===== src/rtl/ftc_pkg.sv =====
// ----------------------------------------------------------------------------
// ftc_pkg
// Shared types and constants for the FAT timestamp converter.
// ----------------------------------------------------------------------------
`default_nettype none

package ftc_pkg;

  typedef struct packed {
    logic               kind;
    logic [15:0]        date_word;
    logic [15:0]        time_word;
    logic [7:0]         centiseconds_in;
    logic signed [39:0] unix_seconds_in;
  } ftc_in_t;

  typedef struct packed {
    logic [32:0] unix_seconds_out;
    logic [15:0] date_out;
    logic [15:0] time_out;
    logic [6:0]  centiseconds_out;
    logic [2:0]  status;
  } ftc_out_t;

  // conversion direction
  localparam logic KindToUnix = 1'b0;
  localparam logic KindToFat  = 1'b1;

  // result status codes
  localparam logic [2:0] StatusOk      = 3'd0;
  localparam logic [2:0] StatusBadDate = 3'd1;
  localparam logic [2:0] StatusBadTime = 3'd2;
  localparam logic [2:0] StatusBadCsec = 3'd3;
  localparam logic [2:0] StatusClamped = 3'd4;

  localparam int unsigned ZoneW = 17;

  localparam logic [16:0] SecsPerDay  = 17'd86400;
  localparam logic [16:0] SecsPerHour = 17'd3600;
  localparam logic [31:0] FatBaseSecs = 32'd315532800;  // 1970-01-01 to 1980-01-01
  localparam logic [31:0] SpanMaxSecs = 32'd4039372799; // last second of 2107

  // reciprocals: exact floor division over the value ranges used here
  localparam logic [25:0] DayRecip  = 26'd50903317;  // x / 675, x < 2^25
  localparam int unsigned DayShift  = 35;
  localparam logic [17:0] YearRecip = 18'd183735;    // x / 1461
  localparam int unsigned YearShift = 28;
  localparam logic [16:0] HourRecip = 17'd74566;     // x / 3600
  localparam int unsigned HourShift = 28;
  localparam logic [12:0] MinRecip  = 13'd4370;      // x / 60
  localparam int unsigned MinShift  = 18;

  // day of year at which a month starts, non-leap
  function automatic logic [8:0] month_start(input logic [3:0] month);
    logic [8:0] res;
    case (month)
      4'd2:    res = 9'd31;
      4'd3:    res = 9'd59;
      4'd4:    res = 9'd90;
      4'd5:    res = 9'd120;
      4'd6:    res = 9'd151;
      4'd7:    res = 9'd181;
      4'd8:    res = 9'd212;
      4'd9:    res = 9'd243;
      4'd10:   res = 9'd273;
      4'd11:   res = 9'd304;
      4'd12:   res = 9'd334;
      default: res = 9'd0;
    endcase
    return res;
  endfunction

endpackage

`default_nettype wire


===== src/rtl/fat_timestamp_converter_unit.sv =====
// ----------------------------------------------------------------------------
// fat_timestamp_converter_unit
// Converts between packed FAT date/time words and Unix seconds.
// ----------------------------------------------------------------------------
//  port group   dir  handshake                payload
//  in_*         in   in_valid_i / in_stall_o  ftc_in_t  in_item_i
//  out_*        out  out_valid_o / out_stall_i ftc_out_t out_item_o
//  cfg_*        in   cfg_we_i                 zone offset, 17 bit signed
//
//  Eight-stage pipeline (input register, six work stages, result register).
//  One item per cycle while out_stall_i is low; a result is valid once it reaches the result register.
//  Depth is set by the reciprocal multipliers for /86400, /1461, /3600, /60.
//  Each stage holds while the one after it is full and stalled, so bubbles
//  are squeezed out. Reset clears the stage valid bits and the zone offset.
// ----------------------------------------------------------------------------
`default_nettype none

module fat_timestamp_converter_unit (
  input  wire logic                               clk_i,
  input  wire logic                               rst_ni,
  input  wire logic                               cfg_we_i,
  input  wire logic signed [ftc_pkg::ZoneW-1:0]   cfg_wdata_i,
  input  wire logic                               in_valid_i,
  output logic                                    in_stall_o,
  input  wire ftc_pkg::ftc_in_t                   in_item_i,
  output logic                                    out_valid_o,
  input  wire logic                               out_stall_i,
  output ftc_pkg::ftc_out_t                       out_item_o
);

  localparam int unsigned NumStages = 8;
  localparam int unsigned LastStage = NumStages - 1;

  typedef struct packed {
    logic        kind;
    logic [2:0]  status;
    logic [32:0] unix;
  } ftc_side_t;

  // zone offset register
  logic signed [ftc_pkg::ZoneW-1:0] zone_q;

  always_ff @(posedge clk_i or negedge rst_ni) begin
    if (!rst_ni) begin
      zone_q <= '0;
    end else if (cfg_we_i) begin
      zone_q <= cfg_wdata_i;
    end
  end

  // pipeline flow control
  logic [NumStages-1:0] valid_q;
  logic [NumStages:0]   ready;

  always_comb begin
    ready[NumStages] = !out_stall_i;
    for (int k = NumStages - 1; k >= 0; k--) begin
      ready[k] = !valid_q[k] || ready[k + 1];
    end
  end

  always_ff @(posedge clk_i or negedge rst_ni) begin
    if (!rst_ni) begin
      valid_q <= '0;
    end else begin
      if (ready[0]) begin
        valid_q[0] <= in_valid_i;
      end
      for (int k = 1; k < NumStages; k++) begin
        if (ready[k]) begin
          valid_q[k] <= valid_q[k - 1];
        end
      end
    end
  end

  assign in_stall_o  = !ready[0];
  assign out_valid_o = valid_q[LastStage];

  // input register
  ftc_pkg::ftc_in_t in_q;

  always_ff @(posedge clk_i) begin
    if (ready[0]) begin
      in_q <= in_item_i;
    end
  end

  // FAT to Unix, stage A: validate, day count and seconds of day
  logic [4:0]  day_in, twosec_in, hour_in;
  logic [3:0]  month_in;
  logic [6:0]  year_in;
  logic [5:0]  min_in;
  logic [7:0]  leaps_inc;
  logic        leap_adj;
  logic [2:0]  status_a_d;
  logic [15:0] days_a_d;
  logic [16:0] sod_a_d;

  assign day_in    = in_q.date_word[4:0];
  assign month_in  = in_q.date_word[8:5];
  assign year_in   = in_q.date_word[15:9];
  assign twosec_in = in_q.time_word[4:0];
  assign min_in    = in_q.time_word[10:5];
  assign hour_in   = in_q.time_word[15:11];
  assign leaps_inc = {1'b0, year_in} + 8'd3;
  assign leap_adj  = (year_in[1:0] == 2'b00) && (month_in > 4'd2);

  always_comb begin
    if (day_in == 5'd0 || month_in == 4'd0 || month_in > 4'd12) begin
      status_a_d = ftc_pkg::StatusBadDate;
    end else if (hour_in > 5'd23 || min_in > 6'd59 || twosec_in > 5'd29) begin
      status_a_d = ftc_pkg::StatusBadTime;
    end else if (in_q.centiseconds_in > 8'd199) begin
      status_a_d = ftc_pkg::StatusBadCsec;
    end else begin
      status_a_d = ftc_pkg::StatusOk;
    end
  end

  assign days_a_d = 16'(year_in) * 16'd365 + 16'(leaps_inc[7:2])
                  + 16'(ftc_pkg::month_start(month_in)) + 16'(leap_adj)
                  + 16'(day_in) - 16'd1;
  assign sod_a_d  = 17'(hour_in) * ftc_pkg::SecsPerHour + 17'(min_in) * 17'd60
                  + 17'({twosec_in, 1'b0}) + 17'(in_q.centiseconds_in >= 8'd100);

  logic        kind_a_q, kind_b_q;
  logic [2:0]  status_a_q, status_b_q;
  logic [15:0] days_a_q;
  logic [16:0] sod_a_q, sod_b_q;
  logic [32:0] prod_b_q;
  logic [34:0] sum_c;
  ftc_side_t   side_q [3:6];

  // stage C: add time of day, epoch shift and zone offset
  assign sum_c = 35'(prod_b_q) + 35'(sod_b_q) + 35'(ftc_pkg::FatBaseSecs) + 35'(zone_q);

  always_ff @(posedge clk_i) begin
    if (ready[1]) begin
      kind_a_q   <= in_q.kind;
      status_a_q <= status_a_d;
      days_a_q   <= days_a_d;
      sod_a_q    <= sod_a_d;
    end
    if (ready[2]) begin
      kind_b_q   <= kind_a_q;
      status_b_q <= status_a_q;
      prod_b_q   <= 33'(days_a_q) * 33'(ftc_pkg::SecsPerDay);
      sod_b_q    <= sod_a_q;
    end
    if (ready[3]) begin
      side_q[3].kind   <= kind_b_q;
      side_q[3].status <= status_b_q;
      side_q[3].unix   <= (status_b_q == ftc_pkg::StatusOk) ? sum_c[32:0] : '0;
    end
    for (int k = 4; k <= 6; k++) begin
      if (ready[k]) begin
        side_q[k] <= side_q[k - 1];
      end
    end
  end

  // Unix to FAT datapath, stages A through F
  logic [15:0] fat_date, fat_time;
  logic [6:0]  fat_csec;
  logic        fat_clamp;

  ftc_to_fat u_to_fat (
    .clk_i      (clk_i),
    .stage_en_i (ready[6:1]),
    .unix_i     (in_q.unix_seconds_in),
    .zone_i     (zone_q),
    .date_o     (fat_date),
    .time_o     (fat_time),
    .csec_o     (fat_csec),
    .clamp_o    (fat_clamp)
  );

  // result register
  ftc_pkg::ftc_out_t out_d, out_q;

  always_comb begin
    out_d = '0;
    if (side_q[6].kind == ftc_pkg::KindToFat) begin
      out_d.date_out         = fat_date;
      out_d.time_out         = fat_time;
      out_d.centiseconds_out = fat_csec;
      out_d.status           = fat_clamp ? ftc_pkg::StatusClamped : ftc_pkg::StatusOk;
    end else begin
      out_d.unix_seconds_out = side_q[6].unix;
      out_d.status           = side_q[6].status;
    end
  end

  always_ff @(posedge clk_i) begin
    if (ready[LastStage]) begin
      out_q <= out_d;
    end
  end

  assign out_item_o = out_q;

`ifndef SYNTHESIS
  // input can only back up when every stage holds an item
  a_stall_full: assert property (@(posedge clk_i) disable iff (!rst_ni)
    in_stall_o |-> (&valid_q))
    else $error("input stalled with a free pipeline stage");

  // invalid FAT input yields zero Unix seconds and a zero FAT date
  a_bad_zero: assert property (@(posedge clk_i) disable iff (!rst_ni)
    out_valid_o && (out_item_o.status == ftc_pkg::StatusBadDate ||
                    out_item_o.status == ftc_pkg::StatusBadTime ||
                    out_item_o.status == ftc_pkg::StatusBadCsec)
    |-> out_item_o.unix_seconds_out == 33'd0 && out_item_o.date_out == 16'd0)
    else $error("nonzero result on invalid input");

  // a clamp lands on the first or the last representable day
  a_clamp_edge: assert property (@(posedge clk_i) disable iff (!rst_ni)
    out_valid_o && out_item_o.status == ftc_pkg::StatusClamped
    |-> out_item_o.date_out == {7'd0, 4'd1, 5'd1} ||
        out_item_o.date_out == {7'd127, 4'd12, 5'd31})
    else $error("clamped result off the range edge");

  // produced FAT words are well formed
  a_fat_fields: assert property (@(posedge clk_i) disable iff (!rst_ni)
    out_valid_o && out_item_o.date_out != 16'd0
    |-> out_item_o.date_out[4:0] != 5'd0 && out_item_o.date_out[8:5] != 4'd0 &&
        out_item_o.date_out[8:5] <= 4'd12 && out_item_o.time_out[4:0] <= 5'd29 &&
        out_item_o.time_out[10:5] <= 6'd59 && out_item_o.time_out[15:11] <= 5'd23)
    else $error("malformed FAT date or time word");
`endif

endmodule

`default_nettype wire


===== src/rtl/ftc_to_fat.sv =====
// ----------------------------------------------------------------------------
// ftc_to_fat
// Six-stage Unix seconds to packed FAT date/time datapath.
// ----------------------------------------------------------------------------
`default_nettype none

module ftc_to_fat (
  input  wire logic                        clk_i,
  input  wire logic [5:0]                  stage_en_i,
  input  wire logic signed [39:0]          unix_i,
  input  wire logic signed [ftc_pkg::ZoneW-1:0] zone_i,
  output logic [15:0]                      date_o,
  output logic [15:0]                      time_o,
  output logic [6:0]                       csec_o,
  output logic                             clamp_o
);

  // stage A: shift into FAT epoch and clamp
  logic [41:0] diff;
  logic [31:0] t_a_d, t_a_q;
  logic        clamp_a_d, clamp_a_q;

  assign diff = 42'(unix_i) - 42'(ftc_pkg::FatBaseSecs) - 42'(zone_i);

  always_comb begin
    t_a_d     = diff[31:0];
    clamp_a_d = 1'b0;
    if (diff[41]) begin
      t_a_d     = '0;
      clamp_a_d = 1'b1;
    end else if (diff[40:0] > 41'(ftc_pkg::SpanMaxSecs)) begin
      t_a_d     = ftc_pkg::SpanMaxSecs;
      clamp_a_d = 1'b1;
    end
  end

  // stage B: day count
  logic [50:0] day_prod;
  logic [15:0] days_b_q;
  logic [31:0] t_b_q;
  logic        clamp_b_q;

  assign day_prod = 51'(t_a_q[31:7]) * 51'(ftc_pkg::DayRecip);

  // stage C: seconds of day and year
  logic [32:0] day_secs;
  logic [31:0] rem_full;
  logic [35:0] year_prod;
  logic [16:0] rem_c_q;
  logic [6:0]  year_c_q;
  logic [15:0] days_c_q;
  logic        odd_c_q, clamp_c_q;

  assign day_secs  = 33'(days_b_q) * 33'(ftc_pkg::SecsPerDay);
  assign rem_full  = t_b_q - day_secs[31:0];
  assign year_prod = 36'({days_b_q, 2'b00}) * 36'(ftc_pkg::YearRecip);

  // stage D: day of year and hour
  logic [7:0]  leaps_inc;
  logic [15:0] doy_full;
  logic [33:0] hour_prod;
  logic [8:0]  doy_d_q;
  logic [4:0]  hour_d_q;
  logic [16:0] rem_d_q;
  logic [6:0]  year_d_q;
  logic        odd_d_q, clamp_d_q;

  assign leaps_inc = {1'b0, year_c_q} + 8'd3;
  assign doy_full  = days_c_q - 16'(year_c_q) * 16'd365 - 16'(leaps_inc[7:2]);
  assign hour_prod = 34'(rem_c_q) * 34'(ftc_pkg::HourRecip);

  // stage E: month, day of month, seconds within the hour
  logic        leap_e;
  logic [3:0]  month_e;
  logic [9:0]  mstart_e;
  logic [9:0]  mday_full;
  logic [16:0] rem2_full;
  logic [3:0]  month_e_q;
  logic [4:0]  day_e_q;
  logic [4:0]  hour_e_q;
  logic [6:0]  year_e_q;
  logic [11:0] rem2_e_q;
  logic        odd_e_q, clamp_e_q;

  assign leap_e = (year_d_q[1:0] == 2'b00);

  always_comb begin
    month_e = 4'd12;
    for (int m = 11; m >= 1; m--) begin
      if (10'(doy_d_q) < 10'(ftc_pkg::month_start(4'(m + 1))) + 10'(leap_e && (m >= 2))) begin
        month_e = 4'(m);
      end
    end
  end

  assign mstart_e  = 10'(ftc_pkg::month_start(month_e)) + 10'(leap_e && (month_e >= 4'd3));
  assign mday_full = 10'(doy_d_q) - mstart_e + 10'd1;
  assign rem2_full = rem_d_q - 17'(hour_d_q) * ftc_pkg::SecsPerHour;

  // stage F: minute
  logic [24:0] min_prod;
  logic [5:0]  min_f_q;
  logic [11:0] rem2_f_q;
  logic [3:0]  month_f_q;
  logic [4:0]  day_f_q;
  logic [4:0]  hour_f_q;
  logic [6:0]  year_f_q;
  logic        odd_f_q, clamp_f_q;

  assign min_prod = 25'(rem2_e_q) * 25'(ftc_pkg::MinRecip);

  always_ff @(posedge clk_i) begin
    if (stage_en_i[0]) begin
      t_a_q     <= t_a_d;
      clamp_a_q <= clamp_a_d;
    end
    if (stage_en_i[1]) begin
      days_b_q  <= day_prod[50:35];
      t_b_q     <= t_a_q;
      clamp_b_q <= clamp_a_q;
    end
    if (stage_en_i[2]) begin
      rem_c_q   <= rem_full[16:0];
      year_c_q  <= year_prod[34:28];
      days_c_q  <= days_b_q;
      odd_c_q   <= t_b_q[0];
      clamp_c_q <= clamp_b_q;
    end
    if (stage_en_i[3]) begin
      doy_d_q   <= doy_full[8:0];
      hour_d_q  <= hour_prod[32:28];
      rem_d_q   <= rem_c_q;
      year_d_q  <= year_c_q;
      odd_d_q   <= odd_c_q;
      clamp_d_q <= clamp_c_q;
    end
    if (stage_en_i[4]) begin
      month_e_q <= month_e;
      day_e_q   <= mday_full[4:0];
      hour_e_q  <= hour_d_q;
      year_e_q  <= year_d_q;
      rem2_e_q  <= rem2_full[11:0];
      odd_e_q   <= odd_d_q;
      clamp_e_q <= clamp_d_q;
    end
    if (stage_en_i[5]) begin
      min_f_q   <= min_prod[23:18];
      rem2_f_q  <= rem2_e_q;
      month_f_q <= month_e_q;
      day_f_q   <= day_e_q;
      hour_f_q  <= hour_e_q;
      year_f_q  <= year_e_q;
      odd_f_q   <= odd_e_q;
      clamp_f_q <= clamp_e_q;
    end
  end

  // seconds within the minute, then pack
  logic [11:0] sec_full;

  assign sec_full = rem2_f_q - 12'(min_f_q) * 12'd60;
  assign date_o   = {year_f_q, month_f_q, day_f_q};
  assign time_o   = {hour_f_q, min_f_q, sec_full[5:1]};
  assign csec_o   = odd_f_q ? 7'd100 : 7'd0;
  assign clamp_o  = clamp_f_q;

endmodule

`default_nettype wire

===== config.mk =====
export PLATFORM = sky130hd
export DESIGN_NAME = fat_timestamp_converter_unit
export DESIGN_NICKNAME = d
export VERILOG_FILES = /design/src/rtl/ftc_pkg.sv /design/src/rtl/fat_timestamp_converter_unit.sv /design/src/rtl/ftc_to_fat.sv
export SDC_FILE = /design/constraint.sdc
export NUM_CORES = 2
export LEC_CHECK = 0
export BUFFER_PORTS_ARGS = -buffer_cell sky130_fd_sc_hd__buf_2
export CORE_AREA = 2 2 304 336
export DETAILED_ROUTE_END_ITERATION = 16
export DIE_AREA = 0 0 306 338
export GPL_TIMING_DRIVEN = 0
export PLACE_DENSITY = 0.78
export SLEW_MARGIN = 25
export SYNTH_ARGS = -nofsm -noshare
export SYNTH_HDL_FRONTEND = slang
export SYNTH_SLANG_ARGS = --single-unit

===== constraint.sdc =====
create_clock -name clk_i -period 6.55 [get_ports clk_i]
set_clock_uncertainty 0.2 [all_clocks]
set_input_delay 0.3275 -clock clk_i [delete_from_list [all_inputs] [get_ports clk_i]]
set_output_delay 0.3275 -clock clk_i [all_outputs]
set_load 0.01 [all_outputs]

==> results.cfg <==
[global_routing]
antenna_found_initial = 1
grt_pass1_wl_mm = 187
overflow = 0
grt_pass1_vias = 37500
grt_usage = 0.227
grt_max_degree = 57

[routing]
vias = 35000
first_iter_violations = 1819
drc_errors = 0
ant_nets = 0
dr.pass1.iters = 6
routed_wl_mm = 114
wire_per_inst_um = 17.3
vias_per_cell = 5.31

[floorplanning]
die_w_um = 306
core_um2 = 100000
num_rows = 122
boundaryPins = 180
die_area_um2 = 103000
initial_utilization = 0.548
die_h_um = 338

[sta]
layout_setup_ws_ns = -0.437
fmax_ghz = 0.143
relSlewSlack = 0.366
fin_crit_sh = 1.07
hold_viol = 0
rsz0062_at_grt = true
finalCriticalPeriod_ns = 6.99
setup-violations-final = 8
worst-slew-pin-transition_ns = 0.950
report.final.slew_viol_count = 0

[synth]
synth-main-ff-cell = edfxtp_1
async_flop_share = 0.0409
syn_area_per_cell_um2 = 11.6
ys_seq_area_frac = 0.331
syn_area_um2 = 54700
postSynthCellCount = 4722
synth.distinct_cells = 93
synth_edf_count = 577
yosys_warnings = 0
synth-seq-cells = 611

[layout]
syn_to_final_growth_pct = 14.4
multi_input_area_um2 = 32900
drive_gt1_frac = 0.107
seq_area_um2 = 18100
fillCellCount = 7382
final_cell_area_um2 = 62600
fin_cells = 6585
final_nets = 6893

[setup_path]
startpoint = u_to_fat.t_a_q[21]$_SDFFCE_PP0P_
critPathArrivalTime_ns = 7.17
required_ns = 6.73
reg2reg_slack_ns = -0.44
critPathLaunchType = flip-flop
rr_startpoint = u_to_fat.t_a_q[21]$_SDFFCE_PP0P_
path_max_fanout = 4
r2r_cells = 26
endpoint_kind = flip-flop
crit_type = flip-flop to flip-flop
r2r_end = u_to_fat.days_b_q[6]$_DFFE_PP_

[placement]
portBuffers = 172
placed_cell_area_um2 = 57600
dp_hpwl_mm = 86.1
gp_congestion = 0.913
dp.cells = 6207

[clock_tree]
path_clk_slew_ns = 0.06
root_buffer = clkbuf_16
cts_sinks = 611
clock_latency_ns = 0.64
numCtsBuffers = 71
cts_tree = built
clockBufferDepth = 3
htreeDepth = 3

[status]
status = complete, but fails checks
violations = setup timing

[flow_run]
drv_cap = 0

[hold_path]
hp-class = input port to asynchronous set/reset pin
## worst max-delay path by stage
| stage | endpoint |
|---|---|
| 2_1_floorplan | u_to_fat.days_b_q[7]$_DFFE_PP_ |
| 3_3_place_gp | flip-flop |
| 3_5_place_dp | u_to_fat.days_b_q[14]$_DFFE_PP_ |
| 4_1_cts | u_to_fat.days_b_q[7]$_DFFE_PP_ |
| 5_1_grt | u_to_fat.days_b_q[6]$_DFFE_PP_ |
| 6_report | u_to_fat.days_b_q[6]$_DFFE_PP_ |
## synthesized netlist by cell type, drive strengths merged (7+ instances only)
library cell | number | area share
dfxtp | 9 | 0.0033
a31oi | 35 | 0.0043
o2111ai | 7 | 0.0011
nand3 | 49 | 0.0045
or2 | 21 | 0.0024
inv | 1052 | 0.072
or3 | 13 | 0.0015
a21o | 88 | 0.012
a21boi | 11 | 0.0015
xor2 | 58 | 0.0093
o211ai | 17 | 0.0023
and2 | 48 | 0.0055
mux2i | 9 | 0.0016
o21ai | 109 | 0.010
nand2b | 31 | 0.0035
dfrtp | 25 | 0.011
a221o | 8 | 0.0015
buf | 12 | 0.0016
nor2 | 139 | 0.0095
xnor2 | 154 | 0.025
clkbuf | 38 | 0.0026
nand4 | 20 | 0.0023
o21bai | 32 | 0.0044
a211oi | 20 | 0.0028
nor2b | 60 | 0.0069
nand2 | 118 | 0.0081
a31o | 8 | 0.0013
a21oi | 172 | 0.016
fa | 484 | 0.18
nor4b | 10 | 0.0029
nor3 | 54 | 0.0050
nand3b | 7 | 0.00096
ha | 1080 | 0.25
o31ai | 8 | 0.0012
edfxtp | 577 | 0.32
mux2 | 8 | 0.0017
and3 | 25 | 0.0029
nor3b | 8 | 0.0011
o21a | 16 | 0.0022
## kinds of logic (layout without fill, tap and decap cells)
group	Yosys count	in the layout	share of synthesized area
AOI/OAI and AO/OA	589	589	0.0705
xor gates and xnor gates	212	212	0.0339
adders and majority gates	1564	1564	0.424
buffers and inverters	1103	1660	0.0764
DFF	611	611	0.331
muxes	17	17	0.00336
other	1	5	0.0000685
and+or+nand+nor	625	625	0.0607
## cells in the final DEF (no fill, tap or decap), drive strengths merged, types with 9 or more instances in the layout
cell type,Yosys,routed
ha,1080,1080
inv,1052,1063
edfxtp,577,577
fa,484,484
buf,12,311
a21oi,172,172
xnor2,154,154
nor2,139,139
dlygate4sd3,0,129
nand2,118,118
clkbuf,38,116
o21ai,109,109
a21o,88,88
nor2b,60,60
xor2,58,58
nor3,54,54
nand3,49,49
and2,48,48
a31oi,35,35
o21bai,32,32
nand2b,31,31
clkinv,1,27
and3,25,25
dfrtp,25,25
or2,21,21
nand4,20,20
a211oi,20,20
o211ai,17,17
o21a,16,16
or3,13,13
a21boi,11,11
bufinv,0,10
nor4b,10,10
mux2i,9,9
dfxtp,9,9
## layer usage
| metal | wire length, um | GRT usage | vias to the layer above |
|---|---|---|---|
| li1 | - | - | 16900 |
| met1 | 46500 | 0.270 | 17100 |
| met2 | 58900 | 0.418 | 736 |
| met3 | 4380 | 0.0311 | 234 |
| met4 | 3980 | 0.0806 | 2 |
| met5 | 13 | 0 | - |
## repair_timing
| item | 4_1_cts | 5_1_grt |
|---|---|---|
| buffers inserted | 82 | 40 |
| pin swaps | 32 | 28 |
| hold endpoints to repair | 129 | 0 |
| endpoints found under the setup margin | 19 | 18 |
| hold buffers | 129 | 0 |
| gates resized for setup | 34 | 40 |
## cell type report
cell class / count / share of cell area
Antenna cell: 1 / 0.0000400
Buffer: 50 / 0.00370
Clock buffer: 78 / 0.0291
Clock inverter: 51 / 0.0104
Inverter: 1053 / 0.0632
Multi-Input combinational cell: 3011 / 0.525
Sequential cell: 611 / 0.290
Tap cell: 1302 / 0.0260
Timing Repair Buffer: 428 / 0.0529
## sequential cells by signal (all words and copies together), names as in the netlist, 8 cells and up, named ones only
signal,count
sod_b_q,17
zone_q,17
u_to_fat.t_a_q,32
sod_a_q,17
valid_q,8
u_to_fat.rem_c_q,17
u_to_fat.rem2_e_q,12
u_to_fat.rem_d_q,12
days_a_q,16
u_to_fat.days_b_q,16
u_to_fat.t_b_q,17
side_q,144
out_item_o,69
u_to_fat.doy_d_q,9
u_to_fat.days_c_q,9
prod_b_q,26
in_q,69
## critical path, stage by stage, from the launching register on
cell,delay (ns)
edfxtp_1,0.48
buf_6,0.17
fa_1,0.49
inv_1,0.05
fa_1,0.44
inv_1,0.07
ha_1,0.14
inv_1,0.07
fa_1,0.55
inv_1,0.06
fa_1,0.47
fa_1,0.56
inv_1,0.06
fa_1,0.53
inv_1,0.04
ha_2,0.23
a211oi_2,0.23
o21ai_1,0.14
a2111o_1,0.41
o21ai_2,0.17
o21bai_1,0.13
a21o_1,0.19
a221o_1,0.32
buf_4,0.14
buf_6,0.12
a21oi_4,0.16
xnor2_1,0.10
## stage by stage
| stage | setup slack, ns | hold slack (ns) | setup TNS, ns | utilization |
|---|---|---|---|---|
| finish | -0.437 | 0.0956 | -1.81 | 0.626 |
| global route | -0.561 | 0.121 | -3.44 | 0.626 |
| global placement | -1.53 | 0.201 | -80.12 | 0.573 |
| CTS | -0.242 | 0.0620 | -0.963 | 0.622 |
| floorplan | -0.0801 | -0.168 | -0.0801 | - |
| detailed placement | -1.19 | 0.205 | -10.28 | 0.576 |
Power is left out: the tool's default activity adds up to more than one toggle a clock period on the data nets, which glitch-free logic cannot reach.
